### src/hdl/assert_macros.svh
// ---------------------------------------------------------------------------
// Assertion macros
// Shared concurrent assertion wrappers; compiled out under SYNTHESIS.
// ---------------------------------------------------------------------------
`ifndef ASSERT_MACROS_SVH
`define ASSERT_MACROS_SVH

`ifndef SYNTHESIS
// property must hold at every clock edge outside reset
`define DMES_ASSERT(name, clk, rst, prop) \
   name: assert property (@(posedge clk) disable iff (rst) prop) \
      else $error("assertion violated");
// expression must never be true outside reset
`define DMES_NEVER(name, clk, rst, expr) \
   name: assert property (@(posedge clk) disable iff (rst) !(expr)) \
      else $error("forbidden condition");
`else
`define DMES_ASSERT(name, clk, rst, prop)
`define DMES_NEVER(name, clk, rst, expr)
`endif

`endif

### src/hdl/dmes_pkg.sv
// ---------------------------------------------------------------------------
// dmes_pkg
// Types, constants and helper functions of the motor drive / encoder block.
// ---------------------------------------------------------------------------
package dmes_pkg;

   localparam int COUNT_WIDTH = 32;
   localparam int DIFF_LIMIT  = 2 ** 20;
   localparam int DIFF_W      = 22;          // holds +-DIFF_LIMIT
   localparam int EXT_W       = (COUNT_WIDTH > DIFF_W) ? COUNT_WIDTH : DIFF_W;
   localparam int VOLT_W      = 16;
   localparam int NUM_W       = VOLT_W + 10; // v*255 + 1536, signed
   localparam int DUTY_W      = 8;
   localparam int CSR_IDX_W   = 2;
   localparam int CSR_DATA_W  = 8;
   localparam int OFFSET_W    = DIFF_W + 9;  // 9-bit signed gain times diff
   localparam int QUOT_IN_W   = 13;          // |num| >> 10
   localparam int QUOT_W      = 12;          // floor(x / 3)
   localparam int BASE_W      = QUOT_W + 1;
   localparam int DEMAND_W    = OFFSET_W + 1;
   localparam int RECIP3      = 43691;       // ceil(2^17 / 3)
   localparam int RECIP3_SH   = 17;
   localparam int QUEUE_DEPTH = 4;
   localparam int QUEUE_PTR_W = $clog2(QUEUE_DEPTH);

   localparam logic [CSR_IDX_W-1:0] REG_OFFSET_GAIN    = 2'd0;
   localparam logic [CSR_IDX_W-1:0] REG_LEFT_DEADBAND  = 2'd1;
   localparam logic [CSR_IDX_W-1:0] REG_RIGHT_DEADBAND = 2'd2;

   typedef enum logic {
      MODE_ENCODER = 1'b0,
      MODE_DRIVE   = 1'b1
   } mode_type;

   typedef struct packed {
      logic [CSR_DATA_W-1:0] offset_gain;
      logic [CSR_DATA_W-1:0] left_deadband;
      logic [CSR_DATA_W-1:0] right_deadband;
   } cfg_type;

   // one drive request as queued between front and back
   typedef struct packed {
      logic signed [VOLT_W-1:0] voltage;
      logic signed [DIFF_W-1:0] diff;
   } cmd_type;

   typedef struct packed {
      logic              reverse;
      logic [DUTY_W-1:0] duty;
   } motor_type;

   // direction and clamped duty for one motor
   function automatic motor_type motor_out(logic signed [DEMAND_W-1:0] demand,
                                           logic [DUTY_W-1:0] deadband);
      logic signed [DEMAND_W:0] mag;
      motor_type                res;
      if (demand > 0) begin
         res.reverse = 1'b0;
         mag = (DEMAND_W+1)'(demand) + $signed({1'b0, deadband});
      end else begin
         res.reverse = 1'b1;
         mag = $signed({1'b0, deadband}) - (DEMAND_W+1)'(demand);
      end
      if (mag > 255) begin
         res.duty = {DUTY_W{1'b1}};
      end else begin
         res.duty = mag[DUTY_W-1:0];
      end
      return res;
   endfunction

endpackage

### src/hdl/dmes_queue.sv
// ---------------------------------------------------------------------------
// dmes_queue
// Short FIFO of drive requests between the front and back sections.
// ---------------------------------------------------------------------------
`include "assert_macros.svh"

module dmes_queue
   import dmes_pkg::*;
(
   input  logic    clock,
   input  logic    reset,
   input  logic    push,
   input  cmd_type push_data,
   input  logic    pop,
   output cmd_type head,
   output logic    empty,
   output logic    full
);

   cmd_type                  entry_ff [QUEUE_DEPTH];
   logic [QUEUE_PTR_W-1:0]   wr_ptr_ff, wr_ptr_in;
   logic [QUEUE_PTR_W-1:0]   rd_ptr_ff, rd_ptr_in;
   logic [QUEUE_PTR_W:0]     count_ff, count_in;

   assign empty = (count_ff == '0);
   assign full  = (count_ff == (QUEUE_PTR_W+1)'(QUEUE_DEPTH));
   assign head  = entry_ff[rd_ptr_ff];

   always_comb begin
      wr_ptr_in = push ? wr_ptr_ff + 1'b1 : wr_ptr_ff;
      rd_ptr_in = pop  ? rd_ptr_ff + 1'b1 : rd_ptr_ff;
      count_in  = count_ff;
      if (push && !pop) begin
         count_in = count_ff + 1'b1;
      end else if (pop && !push) begin
         count_in = count_ff - 1'b1;
      end
   end

   always_ff @(posedge clock) begin
      if (reset) begin
         wr_ptr_ff <= '0;
         rd_ptr_ff <= '0;
         count_ff  <= '0;
      end else begin
         wr_ptr_ff <= wr_ptr_in;
         rd_ptr_ff <= rd_ptr_in;
         count_ff  <= count_in;
      end
   end

   always_ff @(posedge clock) begin
      if (push) begin
         entry_ff[wr_ptr_ff] <= push_data;
      end
   end

   `DMES_ASSERT(a_count_bound, clock, reset, count_ff <= (QUEUE_PTR_W+1)'(QUEUE_DEPTH))
   `DMES_NEVER(a_pop_empty, clock, reset, pop && empty)
   `DMES_NEVER(a_push_full, clock, reset, push && full)

endmodule

### src/hdl/dmes_front.sv
// ---------------------------------------------------------------------------
// dmes_front
// Accepts requests: encoder samples update the counts, drive requests are
// queued with a snapshot of the saturated count difference.
// ---------------------------------------------------------------------------
module dmes_front
   import dmes_pkg::*;
(
   input  logic                     clock,
   input  logic                     reset,
   input  logic                     req_valid,
   output logic                     req_stall,
   input  logic                     req_mode,
   input  logic                     req_left_a,
   input  logic                     req_left_b,
   input  logic                     req_right_a,
   input  logic                     req_right_b,
   input  logic signed [VOLT_W-1:0] req_voltage,
   input  logic                     queue_full,
   output logic                     push,
   output cmd_type                  push_data
);

   logic [COUNT_WIDTH-1:0] left_count_ff, left_count_in;
   logic [COUNT_WIDTH-1:0] right_count_ff, right_count_in;
   logic                   left_a_last_ff, left_a_last_in;
   logic                   right_a_last_ff, right_a_last_in;
   logic                   accept;
   logic                   is_drive;
   logic [COUNT_WIDTH-1:0] raw_diff;
   logic signed [EXT_W-1:0] ext_diff;
   logic signed [EXT_W-1:0] sat_diff;

   assign req_stall = queue_full;
   assign accept    = req_valid && !req_stall;
   assign is_drive  = (req_mode == MODE_DRIVE);
   assign push      = accept && is_drive;

   // wrapped difference, read signed, clipped to +-DIFF_LIMIT
   always_comb begin
      raw_diff = right_count_ff - left_count_ff;
      ext_diff = EXT_W'(signed'(raw_diff));
      if (ext_diff > EXT_W'(DIFF_LIMIT)) begin
         sat_diff = EXT_W'(DIFF_LIMIT);
      end else if (ext_diff < -EXT_W'(DIFF_LIMIT)) begin
         sat_diff = -EXT_W'(DIFF_LIMIT);
      end else begin
         sat_diff = ext_diff;
      end
      push_data.voltage = req_voltage;
      push_data.diff    = DIFF_W'(sat_diff);
   end

   always_comb begin
      left_count_in   = left_count_ff;
      right_count_in  = right_count_ff;
      left_a_last_in  = left_a_last_ff;
      right_a_last_in = right_a_last_ff;
      if (accept && !is_drive) begin
         if (req_left_a != left_a_last_ff) begin
            left_a_last_in = req_left_a;
            left_count_in  = (req_left_a != req_left_b) ?
                             left_count_ff - COUNT_WIDTH'(1) :
                             left_count_ff + COUNT_WIDTH'(1);
         end
         if (req_right_a != right_a_last_ff) begin
            right_a_last_in = req_right_a;
            right_count_in  = (req_right_a != req_right_b) ?
                              right_count_ff + COUNT_WIDTH'(1) :
                              right_count_ff - COUNT_WIDTH'(1);
         end
      end
   end

   always_ff @(posedge clock) begin
      if (reset) begin
         left_count_ff   <= '0;
         right_count_ff  <= '0;
         left_a_last_ff  <= 1'b0;
         right_a_last_ff <= 1'b0;
      end else begin
         left_count_ff   <= left_count_in;
         right_count_ff  <= right_count_in;
         left_a_last_ff  <= left_a_last_in;
         right_a_last_ff <= right_a_last_in;
      end
   end

endmodule

### src/hdl/dmes_back.sv
// ---------------------------------------------------------------------------
// dmes_back
// Three-stage drive pipeline: scale and offset product, divide by three,
// then demand, deadband and clamp into the output register.
// ---------------------------------------------------------------------------
`include "assert_macros.svh"

module dmes_back
   import dmes_pkg::*;
(
   input  logic              clock,
   input  logic              reset,
   input  cfg_type           cfg,
   input  cmd_type           head,
   input  logic              queue_empty,
   output logic              pop,
   output logic              rsp_valid,
   input  logic              rsp_stall,
   output logic              rsp_left_reverse,
   output logic [DUTY_W-1:0] rsp_left_duty,
   output logic              rsp_right_reverse,
   output logic [DUTY_W-1:0] rsp_right_duty
);

   logic                        s1_valid_ff, s1_valid_in;
   logic                        s2_valid_ff, s2_valid_in;
   logic                        out_valid_ff, out_valid_in;
   logic                        adv1, adv2, adv_out;

   logic [QUOT_IN_W-1:0]        s1_x_ff;
   logic                        s1_neg_ff;
   logic signed [OFFSET_W-1:0]  s1_off_ff;
   logic signed [BASE_W-1:0]    s2_base_ff;
   logic signed [OFFSET_W-1:0]  s2_off_ff;
   motor_type                   left_ff, right_ff;

   logic signed [NUM_W-1:0]     num;
   logic [NUM_W-1:0]            num_mag;
   logic signed [OFFSET_W-1:0]  offset;
   logic [QUOT_IN_W+RECIP3_SH+3:0] recip_prod;
   logic [QUOT_W-1:0]           quot;
   logic signed [BASE_W-1:0]    base;
   logic signed [DEMAND_W-1:0]  demand_left, demand_right;

   assign adv_out = !out_valid_ff || !rsp_stall;
   assign adv2    = !s2_valid_ff || adv_out;
   assign adv1    = !s1_valid_ff || adv2;
   assign pop     = !queue_empty && adv1;

   assign s1_valid_in  = adv1    ? pop          : s1_valid_ff;
   assign s2_valid_in  = adv2    ? s1_valid_ff  : s2_valid_ff;
   assign out_valid_in = adv_out ? s2_valid_ff  : out_valid_ff;

   // stage 1: num = v*255 + 1536, |num| / 1024; gain times count difference
   always_comb begin
      num     = (NUM_W'(head.voltage) <<< 8) - NUM_W'(head.voltage) + NUM_W'(1536);
      num_mag = num[NUM_W-1] ? NUM_W'(-num) : NUM_W'(num);
      offset  = OFFSET_W'($signed({1'b0, cfg.offset_gain})) * OFFSET_W'(head.diff);
   end

   // stage 2: floor(x / 3) by reciprocal, restore sign (trunc toward zero)
   always_comb begin
      recip_prod = (QUOT_IN_W+RECIP3_SH+4)'(s1_x_ff) * (QUOT_IN_W+RECIP3_SH+4)'(RECIP3);
      quot       = QUOT_W'(recip_prod >> RECIP3_SH);
      base       = s1_neg_ff ? -$signed({1'b0, quot}) : $signed({1'b0, quot});
   end

   // stage 3: per-motor demand
   always_comb begin
      demand_left  = DEMAND_W'(s2_base_ff) + DEMAND_W'(s2_off_ff);
      demand_right = DEMAND_W'(s2_base_ff) - DEMAND_W'(s2_off_ff);
   end

   always_ff @(posedge clock) begin
      if (reset) begin
         s1_valid_ff  <= 1'b0;
         s2_valid_ff  <= 1'b0;
         out_valid_ff <= 1'b0;
      end else begin
         s1_valid_ff  <= s1_valid_in;
         s2_valid_ff  <= s2_valid_in;
         out_valid_ff <= out_valid_in;
      end
   end

   always_ff @(posedge clock) begin
      if (adv1) begin
         s1_x_ff   <= num_mag[QUOT_IN_W+9:10];
         s1_neg_ff <= num[NUM_W-1];
         s1_off_ff <= offset;
      end
      if (adv2) begin
         s2_base_ff <= base;
         s2_off_ff  <= s1_off_ff;
      end
      if (adv_out) begin
         left_ff  <= motor_out(demand_left, cfg.left_deadband);
         right_ff <= motor_out(demand_right, cfg.right_deadband);
      end
   end

   assign rsp_valid         = out_valid_ff;
   assign rsp_left_reverse  = left_ff.reverse;
   assign rsp_left_duty     = left_ff.duty;
   assign rsp_right_reverse = right_ff.reverse;
   assign rsp_right_duty    = right_ff.duty;

   // forward drive always means a positive demand, so duty is never zero
   `DMES_NEVER(a_left_fwd_duty, clock, reset, out_valid_ff && !left_ff.reverse && left_ff.duty == '0)
   `DMES_NEVER(a_right_fwd_duty, clock, reset, out_valid_ff && !right_ff.reverse && right_ff.duty == '0)
   `DMES_ASSERT(a_s2_hold, clock, reset, s2_valid_ff && !adv_out |=> s2_valid_ff && $stable(s2_base_ff))

endmodule

### src/hdl/differential_motor_drive_encoder_sync_unit.sv
// ---------------------------------------------------------------------------
// differential_motor_drive_encoder_sync_unit
// Differential motor drive with encoder-count synchronization.
// ---------------------------------------------------------------------------
// Usage:
//   req_* channel (valid/stall): one request per cycle. req_mode selects an
//     encoder pin sample (updates the wheel counts, no response) or a drive
//     request (signed voltage, 1/256 V, yields exactly one response).
//   rsp_* channel (valid/stall): direction and PWM duty for both motors,
//     in request order.
//   csr_* port: write-only registers offset_gain, left_deadband,
//     right_deadband; write only while the block is idle.
// Throughput: one request per cycle while req_stall is low, encoder samples
//   and drive requests alike; encoder counts update in the accepting cycle.
// Path: an accepted drive request passes through the queue, the
//   scale/product stage, the divide stage and the output register.
// Stall: rsp_stall freezes the back pipeline; the 4-entry drive queue then
//   fills and req_stall rises only when it is full. Encoder samples are
//   held off only by a full queue.
// Reset: synchronous; counts, stored A levels, registers, queue and
//   pipeline valid bits clear. No output is valid after reset.
// ---------------------------------------------------------------------------
module differential_motor_drive_encoder_sync_unit
   import dmes_pkg::*;
(
   input  logic                     clock,
   input  logic                     reset,
   input  logic                     req_valid,
   output logic                     req_stall,
   input  logic                     req_mode,
   input  logic                     req_left_a,
   input  logic                     req_left_b,
   input  logic                     req_right_a,
   input  logic                     req_right_b,
   input  logic signed [VOLT_W-1:0] req_voltage,
   output logic                     rsp_valid,
   input  logic                     rsp_stall,
   output logic                     rsp_left_reverse,
   output logic [DUTY_W-1:0]        rsp_left_duty,
   output logic                     rsp_right_reverse,
   output logic [DUTY_W-1:0]        rsp_right_duty,
   input  logic                     csr_write_en,
   input  logic [CSR_IDX_W-1:0]     csr_index,
   input  logic [CSR_DATA_W-1:0]    csr_wdata
);

   cfg_type cfg_ff, cfg_in;
   logic    push, pop;
   cmd_type push_data, head;
   logic    queue_empty, queue_full;

   // register file; unknown indexes are dropped
   always_comb begin
      cfg_in = cfg_ff;
      if (csr_write_en) begin
         case (csr_index)
            REG_OFFSET_GAIN:    cfg_in.offset_gain    = csr_wdata;
            REG_LEFT_DEADBAND:  cfg_in.left_deadband  = csr_wdata;
            REG_RIGHT_DEADBAND: cfg_in.right_deadband = csr_wdata;
            default:            cfg_in = cfg_ff;
         endcase
      end
   end

   always_ff @(posedge clock) begin
      if (reset) begin
         cfg_ff <= '0;
      end else begin
         cfg_ff <= cfg_in;
      end
   end

   // front: encoder tracking and drive request capture
   dmes_front u_front (
      .clock       (clock),
      .reset       (reset),
      .req_valid   (req_valid),
      .req_stall   (req_stall),
      .req_mode    (req_mode),
      .req_left_a  (req_left_a),
      .req_left_b  (req_left_b),
      .req_right_a (req_right_a),
      .req_right_b (req_right_b),
      .req_voltage (req_voltage),
      .queue_full  (queue_full),
      .push        (push),
      .push_data   (push_data)
   );

   // decoupling queue
   dmes_queue u_queue (
      .clock     (clock),
      .reset     (reset),
      .push      (push),
      .push_data (push_data),
      .pop       (pop),
      .head      (head),
      .empty     (queue_empty),
      .full      (queue_full)
   );

   // back: drive arithmetic and response register
   dmes_back u_back (
      .clock             (clock),
      .reset             (reset),
      .cfg               (cfg_ff),
      .head              (head),
      .queue_empty       (queue_empty),
      .pop               (pop),
      .rsp_valid         (rsp_valid),
      .rsp_stall         (rsp_stall),
      .rsp_left_reverse  (rsp_left_reverse),
      .rsp_left_duty     (rsp_left_duty),
      .rsp_right_reverse (rsp_right_reverse),
      .rsp_right_duty    (rsp_right_duty)
   );

endmodule
### config.mk
export PLATFORM = sky130hd
export DESIGN_NAME = differential_motor_drive_encoder_sync_unit
export DESIGN_NICKNAME = d
export VERILOG_FILES = /design/src/hdl/dmes_pkg.sv /design/src/hdl/dmes_queue.sv /design/src/hdl/dmes_front.sv /design/src/hdl/dmes_back.sv /design/src/hdl/differential_motor_drive_encoder_sync_unit.sv
export VERILOG_INCLUDE_DIRS = /design/src /design/src/hdl
export SDC_FILE = /design/constraint.sdc
export NUM_CORES = 1
export LEC_CHECK = 0
export BUFFER_PORTS_ARGS = -buffer_cell sky130_fd_sc_hd__buf_2
export CAP_MARGIN = 20
export CORE_AREA = 2 2 311 282
export CTS_CLUSTER_SIZE = 30
export DETAILED_ROUTE_END_ITERATION = 6
export DIE_AREA = 0 0 313 284
export GPL_TIMING_DRIVEN = 0
export REMOVE_ABC_BUFFERS = 1
export SETUP_SLACK_MARGIN = 0.15
export SLEW_MARGIN = 30
export SYNTH_ARGS = -nofsm -noshare
export SYNTH_HDL_FRONTEND = slang
export SYNTH_SLANG_ARGS = --single-unit
export TNS_END_PERCENT = 20
### constraint.sdc
create_clock -name clock -period 9.4 [get_ports clock]
set_clock_uncertainty 0.15 [all_clocks]
set_input_delay 2.82 -clock clock [delete_from_list [all_inputs] [get_ports clock]]
set_output_delay 2.82 -clock clock [all_outputs]
set_load 0.02 [all_outputs]
==> key figures, run 1 <==
Status
  – Status: finished, final reports clean

Critical path
  – Crit Path Category: flip-flop to flip-flop
  – Worst EP required: 9.54 ns
  – CP endpoint kind: flip-flop
  – CP max stage cell: o311ai_0
  – Critical Path Fanout Max: 13
  – Setup crit start kind: flip-flop
  – Reg2reg start: u_back.s2_base_ff[8]$_DFFE_PP_
  – Worst path max stage delay: 0.86 ns
  – Most frequent CP cell: a21o_1
  – Setup crit start: u_back.s2_base_ff[8]$_DFFE_PP_
  – Arrival time at the worst endpoint: 8.93 ns

Yosys
  – Dominant cell type by area after synthesis: edfxtp_1
  – Synth top area cells: edfxtp_1 (22%), ha_1 (12%), fa_1 (11%)
  – Synth Register Bits: 361
  – Main synth FF type: edfxtp_1
  – Cell area after synthesis: 0.0349 sq mm
  – Yosys top cell area share: 0.223
  – FFs w/ async S/R, synth: 0
  – Synth cell count leaders: inv_1 (434), ha_1 (346), nand2_1 (298)
  – Ys Warns: 0
  – Seq/Total Area, Yosys: 0.281
  – Most frequent cell after synthesis: inv_1
  – Post-synthesis cell type count: 105
  – Mapped Cells: 3,744
  – Post-synth EDFFs: 259
  – Mapped Avg Cell Area: roughly 9.3 sq um

Floorplanning
  – Die area: 0.0889 sq mm
  – Die Y: 284 um
  – Initial Utilization: 0.408
  – IO Count: between 50 and 60
  – FP Rows: 102
  – Core footprint: 0.0856 sq mm
  – Die X: 313 um

Cells and area
  – Final net count: roughly 4,300
  – Area Overhead vs Synth: 8.94%
  – N_diodes: 0
  – Final Core Density: 0.444
  – Share of cells above drive strength 1: 0.0729

STA
  – Max frequency: 114 MHz
  – Final setup fails: 0
  – Worst slew pin tran: about 1 ns
  – Final Hold Fails: 0
  – RSZ-0062 raised after global routing: yes
  – Max_slew headroom: 0.323
  – Max-slew violation count: 0
  – Period utilisation layout: 0.935
  – Min Tclk post-route: 8.79 ns

Detailed routing
  – Routed WL per cell: 16.0 um
  – Wirelength, routed: 78,500 um
  – Via-per-instance ratio: 5.31
  – Pre-antenna DRT Iters: 5
  – Vias: 26,100
  – Remaining DRCs: 0
  – Number of DRC markers in iteration 0: 1,449
  – Detail Route Antenna Nets: 0

Min path
  – Hold crit path type: flip-flop to flip-flop
  – Min-Delay Startpoint: u_back.s1_off_ff[19]$_DFFE_PN_

Clock network
  – Clock H-tree levels: 2
  – Number of hold buffers added after CTS: 0
  – Number of buffers created by CTS: 40
  – Later-pin clock latency in the skew report: 0.59 ns
  – Worst-path clk slew: 0.06 ns
  – CTS tree: built
  – # clock sinks: 361
  – Clock Root Buffer: clkbuf_16
  – CTS Buffer Depth: 3

GRT
  – Initial antenna violation count: 0
  – Largest net degree at the start of global routing: 66
  – Vias in the first global route: 25,100
  – Total grt overflow: 0
  – GRT Total Usage: 0.175
  – Global-route wire length before repair: 130,000 um

Placement
  – I/O Buffers: 55
  – DP Wirelength: slightly above 60,000 um
  – Placer Congestion: between 0.9 and 1

Job
  – Maxcap violations: 0
-- registers in the layout, summed over array words and instances, names as in the netlist, 2 cells and up, named ones only --
| signal | flops |
|---|---|
| u_back.rsp_right_duty | 8 |
| u_queue.wr_ptr_ff | 2 |
| cfg_ff | 24 |
| u_queue.count_ff | 3 |
| u_back.s2_off_ff | 31 |
| u_front.left_count_ff | 32 |
| u_back.s1_off_ff | 31 |
| u_queue.rd_ptr_ff | 2 |
| u_queue.entry_ff | 152 |
| u_back.s2_base_ff | 13 |
| u_back.s1_x_ff | 13 |
| u_back.rsp_left_duty | 8 |
| u_front.right_count_ff | 32 |
-- metal layers --
layer	up-vias	global-route usage	wire length [um]
li1	13100	-	-
met1	12500	0.259	39500
met2	434	0.281	35300
met3	88	0.0178	2690
met4	0	0.0304	1050
met5	-	0	0
-- stage by stage --
stage	std cells	setup slack, ns	hold WS [ns]	cell area (sq um)	setup TNS, ns
after floorplan	3634	0.920	0.250	34500	0
after global placement	4833	-0.885	0.252	36200	-11.38
after detailed placement	4845	-0.0975	0.255	36400	-0.509
after CTS	4917	0.170	0.269	37900	0
after global routing	4918	0.102	0.274	38000	0
final	4918	0.609	0.266	38000	0
-- critical path, delay by kind of cell, from the launching register on --
family                   cells  cell delay, ns
flip-flops                   1            0.39
AND/OR/NAND/NOR             10            2.16
AO/OA/AOI/OAI               12            3.51
adder cells (fa/ha/maj)      2            0.88
buffers and inverters        3            1.12
XOR/XNOR                     2            0.31
-- cell families (layout without fill, tap and decap cells) --
group	after synthesis	in the layout	share of synthesized area
flip-flops	361	361	0.281
XOR/XNOR	277	277	0.0704
adder cells (fa/ha/maj)	542	542	0.236
buffers and inverters	547	577	0.0596
AND/OR/NAND/NOR	1164	1164	0.170
AO/OA/AOI/OAI	764	764	0.143
multiplexers	89	89	0.0395
-- layout make-up --
cell class | instances | area, sq um
Clock buffer | 52 | 1090
Clock inverter | 20 | 360
Fill cell | 8215 | 47600
Inverter | 437 | 1650
Multi-Input combinational cell | 2836 | 23200
Sequential cell | 361 | 9830
Tap cell | 1144 | 1430
Timing Repair Buffer | 68 | 443
-- placed cells by master (no fill, tap or decap), types with 30 or more instances in the layout --
cell,n
mux4_2,38
and3_1,33
xnor2_1,177
nor2b_1,45
nand4_1,30
a21o_1,64
a211oi_1,32
a21oi_1,230
nor3_1,82
nand3_1,80
ha_1,337
and2_1,137
mux2i_1,44
buf_2,54
dfxtp_1,100
inv_1,431
fa_1,196
nand2b_1,46
clkbuf_16,40
a31oi_1,32
o21ai_0,135
edfxtp_1,259
o21bai_1,32
xor2_1,94
nand2_1,294
nor2_1,252
or3_1,41
-- what timing repair did --
action	4_1_cts	5_1_grt
buffers inserted	0	1
hold endpoints to repair	0	0
gates resized for setup	7	34
pin swaps	0	2
endpoints found under the setup margin	8	16
-- final timing paths --
| check | cells past startpoint | end | slack (ns) |
|---|---|---|---|
| setup / recovery | 29 | u_back.rsp_left_duty[2]$_SDFFCE_PN1P_ | 0.61 |
| hold / removal | 0 | u_back.s2_off_ff[19]$_DFFE_PP_ | 0.27 |
| setup reg to reg | 29 | u_back.rsp_left_duty[2]$_SDFFCE_PN1P_ | 0.61 |
| hold reg to reg | 0 | u_back.s2_off_ff[19]$_DFFE_PP_ | 0.27 |
Power of run 1 is left out: the tool's default activity adds up to more than one toggle a clock period on the data nets, which glitch-free logic cannot reach.
==> inputs of run 2 (changes only) <==
- CORE_AREA: 2 2 311 282 -> 2 2 382 347
- DIE_AREA: 0 0 313 284 -> 0 0 384 349
==> run 2 against run 1 <==
Sequential share of layout area shrank 0.33 points. Die area up 51%. Critical path depth is 2 higher. First-iteration DRC count is 26% higher. Setup slack better by 0.0034 ns. Via count is 0.84% higher. Count of clock-buffer cells in the layout down 9. Global-route usage shrank 5.7 points. Critical path type unchanged. Critical endpoint is now u_back.rsp_left_duty[0]$_SDFFCE_PN1P_.
==> key figures, run 2 (synthesis results as in run 1) <==
Critical path
  – CP max stage cell: or3_1 (was o311ai_0)
  – R2r worst-path depth: 31 (was 29)
  – Setup crit start kind: flip-flop (unchanged)
  – Arrival time at the worst endpoint: 8.91 ns (was 8.93 ns)
  – Worst path max stage delay: 0.57 ns (was 0.86 ns)
  – CP endpoint kind: flip-flop (unchanged)
  – Critical Path Fanout Max: 19 (was 13)
  – Worst EP required: 9.53 ns (was 9.54 ns)
  – Most frequent CP cell: a21o_1 (unchanged)
  – Crit Path Category: flip-flop to flip-flop (unchanged)

Clock network
  – Clock H-tree levels: 2 (unchanged)
  – CTS tree: built (unchanged)
  – CTS Buffer Depth: 3 (unchanged)
  – Number of buffers created by CTS: 39 (was 40)
  – Clock Root Buffer: clkbuf_16 (unchanged)
  – Worst-path clk slew: 0.06 ns (about the same)
  – Later-pin clock latency in the skew report: 0.58 ns (was 0.59 ns)
  – # clock sinks: 361 (unchanged)

Detailed routing
  – Number of DRC markers in iteration 0: 1,831 (was 1,449)
  – Pre-antenna DRT Iters: 7 (was 5)
  – Max layer used: met4 (unchanged)
  – Wirelength, routed: 80,500 um (was 78,500 um)
  – Vias: 26,300 (was 26,100)
  – Wire length on met2: 35,300 um (about the same)
  – Remaining DRCs: 0 (unchanged)
  – Detail Route Antenna Nets: 0 (unchanged)
  – Via-per-instance ratio: 4.79 (was 5.31)
  – Routed WL per cell: 14.6 um (was 16.0 um)
  – Metal-1 WL: 39,900 um (was 39,500 um)
  – Met3 wire length: 3680 um (was 2690 um)

GRT
  – Vias in the first global route: 25,400 (was 25,100)
  – Global-route wire length before repair: 132,000 um (was 130,000 um)
  – GRT Total Usage: 0.118 (was 0.175)
  – Initial antenna violation count: 0 (unchanged)
  – Largest net degree at the start of global routing: 79 (was 66)
  – Total grt overflow: 0 (unchanged)

Job
  – Maxcap violations: 0 (unchanged)

Cells and area
  – Fillers: 13,500 (was 8,215)
  – Largest reg by FF count: u_queue.entry_ff (unchanged)
  – Largest registers: u_queue.entry_ff x152, u_front.left_count_ff x32, u_front.right_count_ff x32 (unchanged)
  – Max reg flops: 152 (unchanged)
  – Most common cell after layout, fill and taps aside: inv_1 (unchanged)
  – Final net count: 4,323 (was 4,322)
  – Area Overhead vs Synth: 10.3% (was 8.94%)
  – Fin cells: 5,504 (was 4,918)
  – Most frequent cells in the layout: inv_1 (431), ha_1 (342), nand2_1 (294), edfxtp_1 (259), nor2_1 (252) (was inv_1 (431), ha_1 (337), nand2_1 (294), edfxtp_1 (259), nor2_1 (252))
  – Share of cells above drive strength 1: 0.0697 (was 0.0729)

STA
  – Min Tclk post-route: 8.79 ns (about the same)
  – Max_slew headroom: 0.378 (was 0.323)
  – Final setup fails: 0 (unchanged)
  – Setup TNS: 0 ns (unchanged)
  – Max frequency: 114 MHz (about the same)
  – Final Hold Fails: 0 (unchanged)
  – RSZ-0062 raised after global routing: no (was yes)
  – Period utilisation layout: 0.935 (about the same)
  – Max-slew violation count: 0 (unchanged)
  – Worst slew pin tran: 0.932 ns (was 1.00 ns)
  – Final Worst Setup Slack: 0.613 ns (was 0.609 ns)

Min path
  – Hold crit path type: flip-flop to flip-flop (unchanged)
  – WHS Path Cells: 0 (unchanged)

Floorplanning
  – Die area: 0.134 sq mm (was 0.0889 sq mm)
  – FP Rows: 126 (was 102)
  – Initial Utilization: 0.268 (was 0.408)
  – IO Count: 56 (unchanged)
  – Core footprint: 0.130 sq mm (was 0.0856 sq mm)
  – Die Y: 349 um (was 284 um)
  – Die X: 384 um (was 313 um)

Placement
  – Dpl cells: 5,429 (was 4,845)
  – DP Worst Slack: -0.00888 ns (was -0.0975 ns)
  – DP Wirelength: 63,500 um (was 62,200 um)
  – I/O Buffers: 55 (unchanged)
  – Placer Congestion: 0.895 (was 0.906)

Status
  – Status: finished, final reports clean (unchanged)
[run 2: cell count changes in the layout (fill, tap and decap cells not counted), sizes merged]
cell | previous run | this run
buf | 68 | 70
diode | 0 | 2
inv | 434 | 437
clkinvlp | 5 | 6
clkinv | 11 | 20
clkbuf | 52 | 43
bufinv | 7 | 1
[run 2: worst paths after layout]
kind	slack, ns	startpoint	end
worst max register to register	0.61	u_back.s2_base_ff[12]$_SDFFCE_PN0P_	u_back.rsp_left_duty[0]$_SDFFCE_PN1P_
worst min-delay path	0.26	u_back.s1_off_ff[9]$_DFFE_PN_	u_back.s2_off_ff[9]$_DFFE_PP_
worst min register to register	0.26	u_back.s1_off_ff[9]$_DFFE_PN_	u_back.s2_off_ff[9]$_DFFE_PP_
worst max-delay path	0.61	u_back.s2_base_ff[12]$_SDFFCE_PN0P_	u_back.rsp_left_duty[0]$_SDFFCE_PN1P_
[run 2: layout make-up]
cell class	instances	area, sq um	share of cell area
Multi-Input combinational cell	2836	23200	0.601
Sequential cell	361	9830	0.255
Tap cell	1728	2160	0.0561
Inverter	437	1650	0.0428
Clock buffer	43	1000	0.0260
Timing Repair Buffer	70	482	0.0125
Clock inverter	27	223	0.00578
Antenna cell	2	5.00	0.000130
[run 2: routing by layer]
layer  global-route usage  vias up
met5                    0        -
met4               0.0271        0
met3               0.0147       84
met2                0.186      538
met1                0.172    12600
li1                     -    13100
[run 2: metrics by stage]
step / utilization / hold WS, ns / cell area, sq um
after floorplan: - / 0.250 / 34500
after global placement: 0.284 / 0.251 / 36900
after detailed placement: 0.286 / 0.255 / 37200
after CTS: 0.295 / 0.260 / 38400
after global routing: 0.296 / 0.253 / 38500
final: 0.296 / 0.260 / 38500
[run 2: critical path, delay by kind of cell, from the launching register on]
| kind | cells | cell delay, ns |
|---|---|---|
| adder cells (fa/ha/maj) | 2 | 0.87 |
| buffers and inverters | 3 | 0.74 |
| AO/OA/AOI/OAI | 10 | 1.74 |
| XOR/XNOR | 2 | 0.41 |
| AND/OR/NAND/NOR | 14 | 4.05 |
| flip-flops | 1 | 0.49 |
[run 2: repair_timing]
action                     in CTS  in global routing
gates resized for setup         2                 21
setup buffers                   2                  1
hold buffers                    0                  0
pin swaps                       0                  2
setup endpoints to repair       8                 16
Power of run 2 is left out for the same reason.
==> inputs of run 3 (changes only) <==
- CORE_AREA: 2 2 382 347 -> 2 2 392 355
- CTS_BUF_LIST: default -> sky130_fd_sc_hd__clkbuf_8
- DIE_AREA: 0 0 384 349 -> 0 0 394 357
- REMOVE_ABC_BUFFERS: 1 -> default
- SYNTH_HIERARCHICAL: default -> 1
==> run 3 against run 2 <==
Die area increased by 5.0%. Maximum frequency decreased by 1.2%. Setup slack got worse by 0.11 ns. Synthesized area increased by 5.3%. Via count increased by 9.7%. Cell count increased by 8.6%. Hold slack got worse by 0.023 ns. Design area increased by 7.1%. Sequential share of layout area decreased by 1.7 points. Critical path depth increased by 6. Highest routed layer unchanged. Non-clock buffer count increased by 145. Utilization increased by 0.55 points.
==> key figures, run 3 <==
Yosys
  – Cell area after synthesis: 0.0367 sq mm (was 0.0349 sq mm)
  – Mapped Avg Cell Area: 9.27 sq um (was 9.32 sq um)
  – Synth cell count leaders: inv_1 (439), ha_1 (346), nand2_1 (338) (was inv_1 (434), ha_1 (346), nand2_1 (298))
  – Most frequent cell after synthesis: inv_1 (unchanged)
  – Synth Register Bits: 361 (unchanged)
  – FFs w/ async S/R, synth: 0 (unchanged)
  – Seq/Total Area, Yosys: 0.267 (was 0.281)
  – Synth top area cells: edfxtp_1 (21%), ha_1 (12%), fa_1 (11%) (was edfxtp_1 (22%), ha_1 (12%), fa_1 (11%))
  – Mapped Cells: 3,965 (was 3,744)
  – Yosys top cell area share: 0.212 (was 0.223)
  – Post-synthesis cell type count: 123 (was 105)
  – Main synth FF type: edfxtp_1 (unchanged)
  – Post-synth EDFFs: 259 (unchanged)
  – Synth Net Count: 4,543
  – Ys Warns: 6 (was 0)
  – Dominant cell type by area after synthesis: edfxtp_1 (unchanged)

STA
  – RSZ-0062 raised after global routing: yes (was no)
  – Max_slew headroom: 0.339 (was 0.378)
  – Period utilisation layout: 0.946 (was 0.935)
  – Min Tclk post-route: 8.89 ns (was 8.79 ns)
  – Max-slew violation count: 0 (unchanged)
  – Max frequency: 112 MHz (was 114 MHz)
  – Setup TNS: 0 ns (unchanged)
  – Final Hold Fails: 0 (unchanged)
  – Worst slew pin tran: 0.984 ns (was 0.932 ns)
  – Final setup fails: 0 (unchanged)

Cells and area
  – Most frequent cells in the layout: inv_1 (449), ha_1 (346), nand2_1 (336), a21oi_1 (278), edfxtp_1 (259) (was inv_1 (431), ha_1 (342), nand2_1 (294), edfxtp_1 (259), nor2_1 (252))
  – Fillers: 14,300 (was 13,500)
  – Final net count: 4,671 (was 4,323)
  – Max reg flops: 152 (unchanged)
  – Most common cell after layout, fill and taps aside: inv_1 (unchanged)
  – Area Overhead vs Synth: 12.2% (was 10.3%)
  – Largest registers: u_queue/entry_ff x152, u_front/left_count_ff x32, u_front/right_count_ff x32 (was u_queue.entry_ff x152, u_front.left_count_ff x32, u_front.right_count_ff x32)
  – Final Core Density: 0.302 (was 0.296)
  – Largest reg by FF count: u_queue/entry_ff (was u_queue.entry_ff)
  – Share of cells above drive strength 1: 0.109 (was 0.0697)

Critical path
  – Worst EP required: 9.64 ns (was 9.53 ns)
  – CP endpoint kind: flip-flop (unchanged)
  – Crit Path Category: flip-flop to flip-flop (unchanged)
  – Worst path max stage delay: 0.47 ns (was 0.57 ns)
  – Arrival time at the worst endpoint: 9.13 ns (was 8.91 ns)
  – Critical Path Fanout Max: 18 (was 19)
  – Setup crit start kind: flip-flop (unchanged)
  – CP max stage cell: nor4_4 (was or3_1)

Detailed routing
  – Number of DRC markers in iteration 0: 2,091 (was 1,831)
  – Remaining DRCs: 0 (unchanged)
  – Wirelength, routed: 91,600 um (was 80,500 um)
  – Routed WL per cell: 15.3 um (was 14.6 um)
  – Vias: 28,900 (was 26,300)
  – Pre-antenna DRT Iters: 5 (was 7)
  – Via-per-instance ratio: 4.84 (was 4.79)
  – Detail Route Antenna Nets: 0 (unchanged)

Clock network
  – # clock sinks: 361 (unchanged)
  – Number of buffers created by CTS: 56 (was 39)
  – CTS Buffer Depth: 3 (unchanged)
  – Worst-path clk slew: 0.09 ns (was 0.06 ns)
  – Clock Root Buffer: clkbuf_8 (was clkbuf_16)
  – CTS tree: built (unchanged)
  – Later-pin clock latency in the skew report: 0.73 ns (was 0.58 ns)
  – Clock H-tree levels: 2 (unchanged)
  – Number of hold buffers added after CTS: 0 (unchanged)

Floorplanning
  – IO Count: 56 (unchanged)
  – Die area: 0.141 sq mm (was 0.134 sq mm)
  – FP Rows: 129 (was 126)
  – Core footprint: 0.137 sq mm (was 0.130 sq mm)
  – Die Y: 357 um (was 349 um)
  – Die X: 394 um (was 384 um)
  – Initial Utilization: 0.269 (was 0.268)

Job
  – Maxcap violations: 0 (unchanged)

Placement
  – Placer Congestion: 0.917 (was 0.895)
  – I/O Buffers: 39 (was 55)
  – DP Wirelength: 72,900 um (was 63,500 um)

GRT
  – Total grt overflow: 0 (unchanged)
  – Vias in the first global route: 28,100 (was 25,400)
  – GRT Total Usage: 0.128 (was 0.118)
  – Largest net degree at the start of global routing: 39 (was 79)
  – Initial antenna violation count: 3 (was 0)
  – Global-route wire length before repair: 149,000 um (was 132,000 um)

Min path
  – Hold crit path type: flip-flop to flip-flop (unchanged)

Status
  – Status: finished, final reports clean (unchanged)
run 3: cell types whose count changed in the layout (fill, tap and decap cells not counted), moves of 21 or more:
| cell | change |
|---|---|
| a21oi_1 | +47 |
| clkbuf_1 | +78 |
| nand3_1 | -21 |
| clkbuf_8 | +58 |
| buf_4 | +39 |
| nor2_1 | -34 |
| clkbuf_16 | -39 |
| xnor2_1 | -22 |
| xor2_1 | -28 |
| nand2_1 | +42 |
run 3: logic make-up (layout without fill, tap and decap cells):
logic type	count (synthesis)	count (layout)	synth area share
flops	361	361	0.267
simple gates	1215	1215	0.171
xor+xnor	235	235	0.0573
compound gates	933	933	0.176
mux	91	91	0.0379
fa+ha+maj	542	542	0.225
other cells	0	2	0
buf+inv	588	762	0.0655
run 3: final timing paths:
check | start | endpoint | slack, ns | depth (start not counted)
worst max-delay path | u_back/s2_base_ff[12]$_SDFFCE_PN0P_ | u_back/rsp_left_duty[6]$_SDFFCE_PN1P_ | 0.51 | 37
worst min-delay path | u_back/s1_off_ff[13]$_DFFE_PN_ | u_back/s2_off_ff[13]$_DFFE_PP_ | 0.24 | 0
worst max register to register | u_back/s2_base_ff[12]$_SDFFCE_PN0P_ | u_back/rsp_left_duty[6]$_SDFFCE_PN1P_ | 0.51 | 37
worst min register to register | u_back/s1_off_ff[13]$_DFFE_PN_ | u_back/s2_off_ff[13]$_DFFE_PP_ | 0.24 | 0
run 3: critical path: cells and delay by family (launching register included):
family	cells	cell delay [ns]
compound gates	14	3.01
simple gates	12	2.65
buf+inv	7	1.30
fa+ha+maj	2	0.73
flops	1	0.43
xor+xnor	2	0.35
run 3: metrics by stage:
step | area [sq um] | hold WS, ns | worst slack, ns | cells
final | 41200 | 0.236 | 0.506 | 5975
after global placement | 39200 | 0.251 | -2.09 | 5838
after floorplan | 36700 | 0.250 | 0.855 | 3965
after CTS | 40800 | 0.237 | 0.140 | 5956
after global routing | 41200 | 0.243 | 0.143 | 5974
after detailed placement | 39400 | 0.255 | -1.32 | 5844
run 3: layer usage:
metal  routed length (um)  share of wire  vias to the layer above  global-route usage
met2                40400           0.44                      650               0.207
met5                    0              0                        -                   0
met1                45100           0.49                    13800               0.181
met4                 1880          0.020                        0              0.0301
li1                     -              -                    14400                   -
met3                 4230          0.046                      114              0.0169
run 3: layout make-up:
type,instances,area [sq um],share of cell area
diodes,2,5.00,0.000121
plain buffers,145,763,0.0185
clock buffers,59,812,0.0197
clock inverters,45,322,0.00780
inverters,443,1680,0.0407
multi-input cells,3016,25000,0.607
flip-flops and latches,361,9820,0.238
well taps,1834,2290,0.0557
repair buffers,70,492,0.0119
run 3: what timing repair did:
item / CTS / global route
endpoints found under the setup margin: 16 / 16
gates cloned: 0 / 0
buffers inserted: 8 / 17
gates resized for setup: 30 / 73
pin swaps: 8 / 23
Power of run 3 is left out for the same reason.
